## src/lineb_pkg.sv

```systemverilog
// Shared constants, types and state encoding for the line edit buffer.
`timescale 1ns / 1ps
package lineb_pkg;

  localparam int LINE_MAX = 64;
  localparam int ADDR_W   = $clog2(LINE_MAX);
  localparam int POS_W    = 6;
  localparam int CHAR_W   = 8;
  localparam int CMD_W    = 3;

  localparam logic [POS_W-1:0] LEN_LIMIT = POS_W'(LINE_MAX - 1);

  typedef enum logic [CMD_W-1:0] {
    CMD_INSERT = 3'd0,
    CMD_DELETE = 3'd1,
    CMD_SETCUR = 3'd2,
    CMD_READ   = 3'd3,
    CMD_CLEAR  = 3'd4,
    CMD_COMMIT = 3'd5
  } cmd_t;

  typedef enum logic [2:0] {
    S_IDLE,
    S_INS_SHIFT,
    S_INS_PUT,
    S_DEL_SHIFT,
    S_RD_WAIT,
    S_CMT_RD,
    S_CMT_EMIT,
    S_EMIT
  } state_t;

  typedef struct packed {
    logic              wr_en;
    logic [ADDR_W-1:0] wr_addr;
    logic [CHAR_W-1:0] wr_data;
    logic              rd_en;
    logic [ADDR_W-1:0] rd_addr;
  } mem_req_t;

  typedef struct packed {
    logic [CHAR_W-1:0] char_out;
    logic              char_valid;
    logic              accepted;
    logic [POS_W-1:0]  cursor_now;
    logic [POS_W-1:0]  length_now;
    logic              last;
  } res_t;

endpackage

```

## src/line_edit_buffer.sv

```systemverilog
// Line edit buffer top level: sequencer, line store and output register.
`timescale 1ns / 1ps
// Holds one text line of up to 63 bytes in a single-port-write, registered-read
// store, with a length and a cursor. One command word is taken at a time; the
// next is taken once every result word of the current one has moved into the
// output register, which may still be waiting on out_ready. Insert and delete
// move the tail one entry per cycle through the store's one read and one write
// port. Commit gives one result word per byte: each byte is read from the store,
// then loaded into the output register once it has room. After reset the line
// is empty; store contents beyond the length are never shown.
module line_edit_buffer (
  input  logic                         clk,
  input  logic                         rst_n,
  input  logic                         in_valid,
  output logic                         in_ready,
  input  logic [lineb_pkg::CMD_W-1:0]  in_command,
  input  logic [lineb_pkg::CHAR_W-1:0] in_char_in,
  input  logic [lineb_pkg::POS_W-1:0]  in_position,
  output logic                         out_valid,
  input  logic                         out_ready,
  output logic [lineb_pkg::CHAR_W-1:0] out_char_out,
  output logic                         out_char_valid,
  output logic                         out_accepted,
  output logic [lineb_pkg::POS_W-1:0]  out_cursor_now,
  output logic [lineb_pkg::POS_W-1:0]  out_length_now,
  output logic                         out_last
);
  import lineb_pkg::*;

  mem_req_t          mem_req;
  logic [CHAR_W-1:0] rd_data;
  logic              slot_free;
  logic              res_load;
  res_t              res;
  res_t              out_res;

  lineb_ctrl u_ctrl (
    .clk         (clk),
    .rst_n       (rst_n),
    .in_valid    (in_valid),
    .in_ready    (in_ready),
    .in_command  (in_command),
    .in_char_in  (in_char_in),
    .in_position (in_position),
    .mem_req     (mem_req),
    .rd_data     (rd_data),
    .slot_free   (slot_free),
    .res_load    (res_load),
    .res         (res)
  );

  lineb_mem u_mem (
    .clk     (clk),
    .req     (mem_req),
    .rd_data (rd_data)
  );

  lineb_out u_out (
    .clk       (clk),
    .rst_n     (rst_n),
    .load      (res_load),
    .res       (res),
    .slot_free (slot_free),
    .out_ready (out_ready),
    .out_valid (out_valid),
    .out_res   (out_res)
  );

  assign out_char_out   = out_res.char_out;
  assign out_char_valid = out_res.char_valid;
  assign out_accepted   = out_res.accepted;
  assign out_cursor_now = out_res.cursor_now;
  assign out_length_now = out_res.length_now;
  assign out_last       = out_res.last;

endmodule

```

## src/lineb_mem.sv

```systemverilog
// Line store: one write port, one registered read port.
`timescale 1ns / 1ps
module lineb_mem (
  input  logic                       clk,
  input  lineb_pkg::mem_req_t        req,
  output logic [lineb_pkg::CHAR_W-1:0] rd_data
);
  import lineb_pkg::*;

  logic [CHAR_W-1:0] store [LINE_MAX];
  logic [CHAR_W-1:0] rd_data_r;

  always_ff @(posedge clk) begin
    if (req.wr_en) begin
      store[req.wr_addr] <= req.wr_data;
    end
    if (req.rd_en) begin
      rd_data_r <= store[req.rd_addr];
    end
  end

  assign rd_data = rd_data_r;

endmodule

```

## src/lineb_out.sv

```systemverilog
// Output register stage for result words.
`timescale 1ns / 1ps
module lineb_out (
  input  logic              clk,
  input  logic              rst_n,
  input  logic              load,
  input  lineb_pkg::res_t   res,
  output logic              slot_free,
  input  logic              out_ready,
  output logic              out_valid,
  output lineb_pkg::res_t   out_res
);
  import lineb_pkg::*;

  logic valid_r;
  res_t res_r;

  assign slot_free = !valid_r || out_ready;

  always_ff @(posedge clk) begin
    if (!rst_n) begin
      valid_r <= 1'b0;
    end else if (load) begin
      valid_r <= 1'b1;
    end else if (out_ready) begin
      valid_r <= 1'b0;
    end
  end

  always_ff @(posedge clk) begin
    if (load) begin
      res_r <= res;
    end
  end

  assign out_valid = valid_r;
  assign out_res   = res_r;

endmodule

```

## src/lineb_ctrl.sv

```systemverilog
// Command sequencer: length, cursor, shift passes and commit readout.
`timescale 1ns / 1ps
module lineb_ctrl (
  input  logic                        clk,
  input  logic                        rst_n,
  input  logic                        in_valid,
  output logic                        in_ready,
  input  logic [lineb_pkg::CMD_W-1:0] in_command,
  input  logic [lineb_pkg::CHAR_W-1:0] in_char_in,
  input  logic [lineb_pkg::POS_W-1:0] in_position,
  output lineb_pkg::mem_req_t         mem_req,
  input  logic [lineb_pkg::CHAR_W-1:0] rd_data,
  input  logic                        slot_free,
  output logic                        res_load,
  output lineb_pkg::res_t             res
);
  import lineb_pkg::*;

  state_t            state_r, state_nxt;
  logic [POS_W-1:0]  len_r, len_nxt;
  logic [POS_W-1:0]  cur_r, cur_nxt;
  logic [POS_W-1:0]  idx_r, idx_nxt;
  logic [POS_W-1:0]  cnt_r, cnt_nxt;
  logic              pend_r, pend_nxt;
  logic [POS_W-1:0]  pend_addr_r, pend_addr_nxt;
  logic [CHAR_W-1:0] ch_r, ch_nxt;
  logic [CHAR_W-1:0] res_char_r, res_char_nxt;
  logic              res_valid_r, res_valid_nxt;
  logic              res_acc_r, res_acc_nxt;
  logic              accept;
  logic              cmt_final;
  logic [POS_W-1:0]  idx_inc;
  logic [POS_W-1:0]  idx_dec;

  assign in_ready  = (state_r == S_IDLE);
  assign accept    = in_valid && in_ready;
  assign idx_inc   = idx_r + POS_W'(1);
  assign idx_dec   = idx_r - POS_W'(1);
  assign cmt_final = (idx_inc == cnt_r);

  always_comb begin
    state_nxt = state_r;
    unique case (state_r)
      S_IDLE: begin
        if (accept) begin
          unique case (in_command)
            CMD_INSERT: state_nxt = (len_r < LEN_LIMIT) ? S_INS_SHIFT : S_EMIT;
            CMD_DELETE: state_nxt = (cur_r != '0) ? S_DEL_SHIFT : S_EMIT;
            CMD_READ:   state_nxt = (cur_r < len_r) ? S_RD_WAIT : S_EMIT;
            CMD_COMMIT: state_nxt = (len_r != '0) ? S_CMT_RD : S_EMIT;
            default:    state_nxt = S_EMIT;
          endcase
        end
      end
      S_INS_SHIFT: state_nxt = (idx_r == cur_r) ? S_INS_PUT : S_INS_SHIFT;
      S_INS_PUT:   state_nxt = S_EMIT;
      S_DEL_SHIFT: state_nxt = (idx_r < len_r) ? S_DEL_SHIFT : S_EMIT;
      S_RD_WAIT:   state_nxt = S_EMIT;
      S_CMT_RD:    state_nxt = S_CMT_EMIT;
      S_CMT_EMIT: begin
        if (slot_free) begin
          state_nxt = cmt_final ? S_IDLE : S_CMT_RD;
        end
      end
      S_EMIT:      state_nxt = slot_free ? S_IDLE : S_EMIT;
      default:     state_nxt = S_IDLE;
    endcase
  end

  always_comb begin
    len_nxt       = len_r;
    cur_nxt       = cur_r;
    idx_nxt       = idx_r;
    cnt_nxt       = cnt_r;
    pend_nxt      = pend_r;
    pend_addr_nxt = pend_addr_r;
    ch_nxt        = ch_r;
    res_char_nxt  = res_char_r;
    res_valid_nxt = res_valid_r;
    res_acc_nxt   = res_acc_r;
    mem_req       = '0;
    res_load      = 1'b0;
    res           = '0;
    unique case (state_r)
      S_IDLE: begin
        if (accept) begin
          res_char_nxt  = '0;
          res_valid_nxt = 1'b0;
          res_acc_nxt   = 1'b0;
          pend_nxt      = 1'b0;
          ch_nxt        = in_char_in;
          unique case (in_command)
            CMD_INSERT: idx_nxt = len_r;
            CMD_DELETE: idx_nxt = cur_r;
            CMD_SETCUR: cur_nxt = (in_position > len_r) ? len_r : in_position;
            CMD_READ: begin
              mem_req.rd_en   = (cur_r < len_r);
              mem_req.rd_addr = cur_r[ADDR_W-1:0];
            end
            CMD_CLEAR: begin
              len_nxt = '0;
              cur_nxt = '0;
            end
            CMD_COMMIT: begin
              cnt_nxt = len_r;
              idx_nxt = '0;
              len_nxt = '0;
              cur_nxt = '0;
            end
            default: ;
          endcase
        end
      end
      S_INS_SHIFT: begin
        mem_req.wr_en   = pend_r;
        mem_req.wr_addr = pend_addr_r[ADDR_W-1:0];
        mem_req.wr_data = rd_data;
        if (idx_r != cur_r) begin
          mem_req.rd_en   = 1'b1;
          mem_req.rd_addr = idx_dec[ADDR_W-1:0];
          pend_nxt        = 1'b1;
          pend_addr_nxt   = idx_r;
          idx_nxt         = idx_dec;
        end else begin
          pend_nxt = 1'b0;
        end
      end
      S_INS_PUT: begin
        mem_req.wr_en   = 1'b1;
        mem_req.wr_addr = cur_r[ADDR_W-1:0];
        mem_req.wr_data = ch_r;
        len_nxt         = len_r + POS_W'(1);
        cur_nxt         = cur_r + POS_W'(1);
        res_acc_nxt     = 1'b1;
      end
      S_DEL_SHIFT: begin
        mem_req.wr_en   = pend_r;
        mem_req.wr_addr = pend_addr_r[ADDR_W-1:0];
        mem_req.wr_data = rd_data;
        if (idx_r < len_r) begin
          mem_req.rd_en   = 1'b1;
          mem_req.rd_addr = idx_r[ADDR_W-1:0];
          pend_nxt        = 1'b1;
          pend_addr_nxt   = idx_dec;
          idx_nxt         = idx_inc;
        end else begin
          pend_nxt    = 1'b0;
          len_nxt     = len_r - POS_W'(1);
          cur_nxt     = cur_r - POS_W'(1);
          res_acc_nxt = 1'b1;
        end
      end
      S_RD_WAIT: begin
        res_char_nxt  = rd_data;
        res_valid_nxt = 1'b1;
      end
      S_CMT_RD: begin
        mem_req.rd_en   = 1'b1;
        mem_req.rd_addr = idx_r[ADDR_W-1:0];
      end
      S_CMT_EMIT: begin
        res_load = slot_free;
        res      = '{char_out: rd_data, char_valid: 1'b1, accepted: 1'b0,
                     cursor_now: cur_r, length_now: len_r, last: cmt_final};
        if (slot_free) begin
          idx_nxt = idx_inc;
        end
      end
      S_EMIT: begin
        res_load = slot_free;
        res      = '{char_out: res_char_r, char_valid: res_valid_r,
                     accepted: res_acc_r, cursor_now: cur_r, length_now: len_r,
                     last: 1'b1};
      end
      default: ;
    endcase
  end

  always_ff @(posedge clk) begin
    if (!rst_n) begin
      state_r <= S_IDLE;
      len_r   <= '0;
      cur_r   <= '0;
      pend_r  <= 1'b0;
    end else begin
      state_r <= state_nxt;
      len_r   <= len_nxt;
      cur_r   <= cur_nxt;
      pend_r  <= pend_nxt;
    end
  end

  always_ff @(posedge clk) begin
    idx_r       <= idx_nxt;
    cnt_r       <= cnt_nxt;
    pend_addr_r <= pend_addr_nxt;
    ch_r        <= ch_nxt;
    res_char_r  <= res_char_nxt;
    res_valid_r <= res_valid_nxt;
    res_acc_r   <= res_acc_nxt;
  end

endmodule

```

## config.mk

```make
export PLATFORM = sky130hd
export DESIGN_NAME = line_edit_buffer
export DESIGN_NICKNAME = d
export VERILOG_FILES = /design/src/lineb_pkg.sv /design/src/line_edit_buffer.sv /design/src/lineb_mem.sv /design/src/lineb_out.sv /design/src/lineb_ctrl.sv
export SDC_FILE = /design/constraint.sdc
export NUM_CORES = 1
export LEC_CHECK = 0
export ABC_AREA = 0
export BUFFER_PORTS_ARGS = -buffer_cell sky130_fd_sc_hd__buf_4
export CAP_MARGIN = 20
export CELL_PAD_IN_SITES_DETAIL_PLACEMENT = 0
export CELL_PAD_IN_SITES_GLOBAL_PLACEMENT = 1
export CORE_MARGIN = 2
export CORE_UTILIZATION = 47
export CTS_CLUSTER_SIZE = 16
export DETAILED_ROUTE_END_ITERATION = 10
export MAX_ROUTING_LAYER = met4
export PLACE_DENSITY_LB_ADDON = 0.1
export SYNTH_ARGS = -nofsm -noshare
export SYNTH_HDL_FRONTEND = slang
export SYNTH_SLANG_ARGS = --single-unit
export TNS_END_PERCENT = 1
```

## constraint.sdc

```tcl
create_clock -name clk -period 3.2 [get_ports clk]
set_input_delay 0.32 -clock clk [delete_from_list [all_inputs] [get_ports clk]]
set_output_delay 0.32 -clock clk [all_outputs]
set_load 0.02 [all_outputs]
```

==> results of run 1 <==
[flip-flops by register name, summed over array words and instances, names as in the netlist]
signal	count
u_ctrl.pend_r	1
u_ctrl.state_r	3
u_ctrl.pend_addr_r	6
u_ctrl.res_acc_r	1
u_out.out_valid	1
u_ctrl.idx_r	6
u_mem.store	512
u_ctrl.cnt_r	6
u_ctrl.ch_r	8
u_out.out_res	23
u_mem.rd_data	8
u_ctrl.cur_r	6
u_ctrl.res_valid_r	1
u_ctrl.res_char_r	8
u_ctrl.len_r	6
[worst register-to-register path: stages (launching register included)]
cell and delay (ns):
sky130_fd_sc_hd__edfxtp_1 0.45, sky130_fd_sc_hd__ha_4 0.25, sky130_fd_sc_hd__a21oi_2 0.15, sky130_fd_sc_hd__o2111a_1 0.25
sky130_fd_sc_hd__o21ai_2 0.10, sky130_fd_sc_hd__buf_4 0.16, sky130_fd_sc_hd__a32oi_4 0.27, sky130_fd_sc_hd__buf_12 0.18
sky130_fd_sc_hd__buf_8 0.15, sky130_fd_sc_hd__buf_12 0.16, sky130_fd_sc_hd__buf_4 0.16, sky130_fd_sc_hd__nand2_1 0.06
sky130_fd_sc_hd__nand4_1 0.09, sky130_fd_sc_hd__nand4_1 0.26, sky130_fd_sc_hd__a32o_2 0.39, sky130_fd_sc_hd__a2111oi_4 0.30
[metrics by stage]
stage	total power [mW]	setup slack [ns]	instances
after floorplan	17.9	-0.0666	2071
after global placement	25.0	-0.916	2953
after detailed placement	25.0	-0.869	2953
after CTS	33.9	-0.324	3093
after global routing	37.0	-0.479	3119
final	35.5	-0.358	3119
[cells by family after synthesis]
logic type | count (synthesis)
XOR/XNOR | 34
multiplexers | 45
AO/OA/AOI/OAI | 316
adder cells (fa/ha/maj) | 28
buffers and inverters | 166
AND/OR/NAND/NOR | 886
flip-flops | 596
[metal layers]
layer	wire [um]	track usage, %	part of all wire, %	up-vias
met5	0	-	0	-
met4	2390	8.56	3.0	0
met3	5150	4.83	6.5	142
met2	36700	43.4	46	648
met1	34800	39.1	44	9176
li1	-	-	-	8388
[worst max path at each step]
| stage | from | end |
|---|---|---|
| 2_1_floorplan | u_ctrl.idx_r[0] | u_mem.rd_data[2] |
| 6_report | u_ctrl.idx_r[3] | u_mem.rd_data[5] |
| 4_1_cts | u_ctrl.idx_r[5] | u_mem.rd_data[0] |
| 5_1_grt | u_ctrl.idx_r[1] | u_mem.rd_data[1] |
| 3_3_place_gp | u_ctrl.idx_r[5] | u_mem.rd_data[0] |
| 3_5_place_dp | u_ctrl.idx_r[5] | u_mem.rd_data[0] |
[cell type report]
type / instances / area share [%]
Sequential cell: 596 / 53.9
Tap cell: 696 / 2.65
Multi-Input combinational cell: 1309 / 25.7
Clock inverter: 37 / 1.13
Clock buffer: 82 / 5.40
Inverter: 25 / 0.293
Timing Repair Buffer: 374 / 10.9
[where the power goes]
part	internal, mW	leakage (nW)	total [mW]	switching, mW
Combinational	6.82	5.25	17.5	10.6
Sequential	10.2	5.46	10.5	0.239
Clock	4.45	1.04	7.59	3.14
Total	21.5	11.8	35.5	14.0
[cell usage after synthesis, types with 15 or more instances]
cell                          n  area share (%)
sky130_fd_sc_hd__a211oi_1    39             1.1
sky130_fd_sc_hd__ha_1        26             1.3
sky130_fd_sc_hd__dfxtp_1     17             1.3
sky130_fd_sc_hd__buf_2       50            0.97
sky130_fd_sc_hd__clkbuf_1    73             1.1
sky130_fd_sc_hd__nor2_1     133             1.9
sky130_fd_sc_hd__a41oi_1     15            0.51
sky130_fd_sc_hd__o21ai_0     42            0.81
sky130_fd_sc_hd__inv_1       22            0.32
sky130_fd_sc_hd__a2111oi_0   41             1.4
sky130_fd_sc_hd__nor3_1      23            0.45
sky130_fd_sc_hd__and3_1      48             1.2
sky130_fd_sc_hd__mux2i_1     34             1.3
sky130_fd_sc_hd__a21oi_1     58             1.1
sky130_fd_sc_hd__nand4_1     71             1.7
sky130_fd_sc_hd__nor2b_1     15            0.36
sky130_fd_sc_hd__nand2_1    439             6.4
sky130_fd_sc_hd__a31oi_1     20            0.48
sky130_fd_sc_hd__xnor2_1     24            0.81
sky130_fd_sc_hd__edfxtp_1   579              67
sky130_fd_sc_hd__nand3_1    110             2.1
[timing repair]
| action | 4_1_cts | 5_1_grt |
|---|---|---|
| gates resized for setup | 115 | 119 |
| hold buffers | 8 | 0 |
| endpoints found under the hold margin | 8 | 0 |
| setup buffers | 10 | 22 |
| endpoints found under the setup margin | 10 | 65 |
| pin swaps | 25 | 43 |
| gates cloned | 3 | 4 |
==> impl_metrics.toml, run 1 <==
[setup_path]
critical_path.max_stage_delay_ns = 0.45
worst-r2r-cell-count = 15
r2r_slack_ns = -0.36
worst_r2r_endpoint = "u_mem.rd_data[5]"
worst_ep_arrival_ns = 3.97
critPathCaptureType = "flip-flop"
critPathSlowestCell = "sky130_fd_sc_hd__edfxtp_1"
worst-path-stages = 15
critPathTopFamily = "compound AO/OA/AOI/OAI gates"
worst-path-buf-inv = 5
required_ns = 3.61
critical_path.max_fanout = 9
worst-setup-path-type = "flip-flop to flip-flop"
crit_path_cell_trace = "ha_4 -> a21oi_2 -> o2111a_1 -> o21ai_2 -> buf_4 -> a32oi_4 -> buf_12 -> buf_8 -> buf_12 -> buf_4 -> nand2_1 -> nand4_1 -> nand4_1 -> a32o_2 -> a2111oi_4"
regToRegStartpoint = "u_ctrl.idx_r[3]"
timing.critical_path.from_type = "flip-flop"

[floorplanning]
die-area_sq_um = 56900
die_h_um = 239
coreArea_sq_um = 54100
fp.dieW_um = 239
ioPinCount = 46
num_rows = 85
starting_utilization_of_the_core_area_pct = 47.8

[finish]
final_net_count = 2422
num-fill-cells = 4272
area_growth_pct = 27.2
drive_gt1_share_pct = 25.4
final_area_sq_um = 32900
combined_area_of_the_multi_input_logic_cells_sq_um = 8440
utilization_pct = 60.7
antennaDiodeCount = 0
final_cell_mix = "579 x sky130_fd_sc_hd__edfxtp_1, 432 x sky130_fd_sc_hd__nand2_1, 298 x sky130_fd_sc_hd__buf_4, 124 x sky130_fd_sc_hd__nor2_1, 100 x sky130_fd_sc_hd__nand3_1"
final-seq-area_sq_um = 17700
most_frequent_standard_cell_in_the_layout_excluding_fill_and_tap_cells = "sky130_fd_sc_hd__edfxtp_1"

[clock_network]
clock-sinks = 596
clockBufferDepth = 3
cts.root.buffer_cell = "sky130_fd_sc_hd__clkbuf_16"
cts-buffers-inserted = 67
htree_num_levels = 3
tritoncts = "done"
clk-insertion-delay-late_ns = 0.61
cts.clk_slew.worst_paths_ns = 0.06

[global_routing]
number_of_antenna_violations_at_the_first_check_in_global_routing = 0
grt_max_degree = 65
grtUsageTotal_pct = 28.4
leftover_overflow_at_the_end_of_global_routing = 0
first_global_vias = 17754
grt_first_pass_wirelength_mm = 115

[detailed_routing]
post_drt_via_cell_ratio = 5.88
route.detailed.wl_per_inst_um = 25.4
antenna_left = 0
drt_wl_total_mm = 79.1
drcViolationCount = 0
dr_vias = 18354
drtPass1Iterations = 5
drt_first_iter_violations = 1854

[synthesis]
synth_seq_cells = 596
synth_xor_area_share_pct = 1.15
postSynthCellCount = 2071
synth-main-ff-cell = "sky130_fd_sc_hd__edfxtp_1"
post_synth_instance_area_sq_um = 25900
synth-seq-area-share_pct = 68.6
synthDistinctLibCells = 72
synth_compound_gate_area_share_pct = 8.87
number_of_synthesized_flops_with_an_enable_pin = 579
synth_top_family_by_area = "simple AND/OR/NAND/NOR gates"
async_flop_share_pct = 0
yosysWarnings = 0
post_synth_adder_cell_area_pct = 1.41
synthesis.nets = 2120
post_synth_mux_area_share_pct = 1.80
synth-simple-area-share_pct = 15.4
post_synth.cell_area_avg_sq_um = 12.5

[sta]
fraction_of_the_cycle_the_final_worst_path_needs_pct = 111
fin_tns_setup_ns = -2.64
drv_slew = 0
grt_setup_unrepaired = "true"
worst_hold_slack_ns = 0.0838
timing.slew.headroom_pct = 37.4
setup_violations = 8
timing.final.ws_setup_ns = -0.358
timing.clock.skew_ns = 0.0205
total_count_of_hold_check_failures_in_the_final_report = 0
fin_crit_ns = 3.56
clock.fmax_mhz = 281
worst_slew_pin_slew_ns = 0.936

[power_and_ir_drop]
cellPowerDensity_nw_per_um2 = 1080
p_leak_nw = 11.8
peakVddDrop_uv = 557

[placement]
gpl.final_weighted_congestion = 0.908
placement.cell_area_sq_um = 29100
hpwlAfterDp_mm = 51.6
port_buffers = 45

[worst_hold_path]
whs_path_depth = 3
worst_hold_path.endpoint = "u_ctrl.cur_r[0]"
hold_path.class = "input port to flip-flop"
min_from = "rst_n"

[run]
maxCapViolations = 0

[status]
run_status = "complete, but fails checks"
violations = "setup timing"
Note: power is estimated with default switching activity, not from simulation.
==> run 2: changes to the inputs <==
--- a/config.mk
+++ b/config.mk
@@ -15,7 +15,7 @@
 export CTS_CLUSTER_SIZE = 16
 export DETAILED_ROUTE_END_ITERATION = 10
 export MAX_ROUTING_LAYER = met4
-export PLACE_DENSITY_LB_ADDON = 0.1
+export PLACE_DENSITY = 0.81
 export SYNTH_ARGS = -nofsm -noshare
 export SYNTH_HDL_FRONTEND = slang
 export SYNTH_SLANG_ARGS = --single-unit
==> impl_metrics.toml, run 2 (same netlist as run 1, synthesis figures left out) <==
[status]
run_status = "complete, but fails checks"
violations = "setup timing"

[sta]
worst_hold_slack_ns = 0.0376
fraction_of_the_cycle_the_final_worst_path_needs_pct = 111
clock.fmax_mhz = 282
setup_violations = 8
drv_slew = 0
grt_setup_unrepaired = "true"
timing.final.ws_setup_ns = -0.347
fin_crit_ns = 3.55
worst_slew_pin_slew_ns = 0.934
total_count_of_hold_check_failures_in_the_final_report = 0
timing.clock.skew_ns = 0.0250
timing.slew.headroom_pct = 37.1

[setup_path]
r2r_slack_ns = -0.35
required_ns = 3.64
worst-setup-path-type = "flip-flop to flip-flop"
worst-r2r-cell-count = 12
regToRegStartpoint = "u_ctrl.idx_r[3]"
timing.critical_path.from_type = "flip-flop"
worst_ep_arrival_ns = 3.99
worst_r2r_endpoint = "u_mem.rd_data[7]"
critical_path.max_fanout = 11
critPathCaptureType = "flip-flop"

[worst_hold_path]
min_from = "rst_n"
whs_path_depth = 3
worst_hold_path.endpoint = "u_ctrl.cur_r[1]"
hold_path.class = "input port to flip-flop"

[power_and_ir_drop]
share_of_total_power_consumed_by_net_switching_pct = 39.2
peakVddDrop_uv = 559
power.clock.fraction_pct = 20.2
power.combinational.fraction_pct = 49.6
sequentialPowerShare_pct = 30.2
cell_internal_pwr_mw = 21.2
p_sw_mw = 13.7
cellPowerDensity_nw_per_um2 = 1060
p_leak_nw = 11.7

[finish]
final_net_count = 2401
num-fill-cells = 4001
drive_gt1_share_pct = 25.1
final_cell_mix = "579 x sky130_fd_sc_hd__edfxtp_1, 434 x sky130_fd_sc_hd__nand2_1, 269 x sky130_fd_sc_hd__buf_4, 114 x sky130_fd_sc_hd__nor2_1, 103 x sky130_fd_sc_hd__nand3_1"
most_frequent_standard_cell_in_the_layout_excluding_fill_and_tap_cells = "sky130_fd_sc_hd__edfxtp_1"
largest_register_ffs = 512
fin_cells = 3094
area_growth_pct = 27.0
largest_register = "u_mem.store"
utilization_pct = 60.7
antennaDiodeCount = 0

[run]
maxCapViolations = 0

[floorplanning]
coreArea_sq_um = 54100
num_rows = 85
fp.dieW_um = 239
die_h_um = 239
die-area_sq_um = 56900
ioPinCount = 46
starting_utilization_of_the_core_area_pct = 47.8

[detailed_routing]
route.detailed.wl_per_inst_um = 24.7
drtPass1Iterations = 6
post_drt_via_cell_ratio = 6.02
dr_vias = 18617
drt_first_iter_violations = 2184
drt_wl_total_mm = 76.4
drcViolationCount = 0
antenna_left = 0

[global_routing]
grt_max_degree = 65
grtUsageTotal_pct = 27.3
leftover_overflow_at_the_end_of_global_routing = 0
grt_first_pass_wirelength_mm = 113
number_of_antenna_violations_at_the_first_check_in_global_routing = 0
first_global_vias = 18002

[placement]
hpwlAfterDp_mm = 48.1
numPlacedInstances = 2936
gpl.final_weighted_congestion = 0.960
port_buffers = 45

[clock_network]
cts.root.buffer_cell = "sky130_fd_sc_hd__clkbuf_16"
htree_num_levels = 2
cts-buffers-inserted = 61
tritoncts = "done"
clock-sinks = 596
clockBufferDepth = 3
clk-insertion-delay-late_ns = 0.64
cts.clk_slew.worst_paths_ns = 0.06
## run 2: cell type report
cell class	instances	area (sq um)	share of cell area, %
inverter	25	96.3	0.293
multi-input combinational	1309	8550	26.0
sequential	596	17700	54.0
clock inverter	31	324	0.987
clock buffer	78	1630	4.97
tap	696	871	2.65
timing repair buffer	359	3630	11.1
## run 2: worst max-delay path by stage
stage,slack [ns],cells past startpoint,to,startpoint
floorplan,-0.07,11,u_mem.rd_data[2],u_ctrl.idx_r[0]
global placement,-0.76,13,u_mem.rd_data[2],u_ctrl.idx_r[1]
detailed placement,-0.81,12,u_mem.rd_data[3],u_ctrl.idx_r[5]
CTS,-0.27,15,u_mem.rd_data[4],u_ctrl.idx_r[1]
global route,-0.44,13,u_mem.rd_data[7],u_ctrl.idx_r[1]
finish,-0.35,12,u_mem.rd_data[7],u_ctrl.idx_r[3]
## run 2: power groups by stage
stage | Sequential [mW] | Clock (mW) | Combinational, mW
6_report | 10.5 | 7.06 | 17.3
4_1_cts | 10.5 | 7.13 | 15.6
3_5_place_dp | 10.6 | 0 | 13.8
2_1_floorplan | 10.6 | 0 | 7.29
3_3_place_gp | 10.6 | 0 | 13.6
5_1_grt | 10.5 | 7.43 | 18.2
## run 2: stage by stage
stage	TNS (ns)	setup slack (ns)	area, sq um	power (mW)
after detailed placement	-6.04	-0.807	29000	24.4
after global placement	-4.99	-0.760	29000	24.2
after CTS	-3.39	-0.269	32000	33.2
after floorplan	-0.450	-0.0666	25900	17.9
after global routing	-3.17	-0.444	32800	36.2
final	-2.33	-0.347	32800	34.9
## run 2: critical path, stage by stage, from the launching register on
cell	delay, ns
sky130_fd_sc_hd__edfxtp_1	0.44
sky130_fd_sc_hd__ha_4	0.32
sky130_fd_sc_hd__a21oi_4	0.05
sky130_fd_sc_hd__o2111a_1	0.28
sky130_fd_sc_hd__o21a_2	0.16
sky130_fd_sc_hd__o21ai_0	0.28
sky130_fd_sc_hd__and3_2	0.37
sky130_fd_sc_hd__buf_12	0.19
sky130_fd_sc_hd__buf_12	0.13
sky130_fd_sc_hd__mux2i_1	0.38
sky130_fd_sc_hd__a2111oi_4	0.15
sky130_fd_sc_hd__a32o_2	0.29
sky130_fd_sc_hd__a2111oi_4	0.27
## run 2: what timing repair did
item / CTS / global route
endpoints found under the setup margin: 93 / 264
cloned: 5 / 5
setup buffers: 10 / 21
resized for setup: 160 / 94
pin swaps: 37 / 43
hold endpoints to repair: 8 / 0
hold buffers: 8 / 0
## run 2: routing by layer
layer | GRT usage, % | vias to the layer above | wire length (um)
met5 | - | - | 0
met4 | 8.64 | 0 | 2480
met3 | 3.85 | 166 | 6040
met2 | 42.5 | 820 | 35700
met1 | 37.5 | 9298 | 32200
li1 | - | 8333 | -
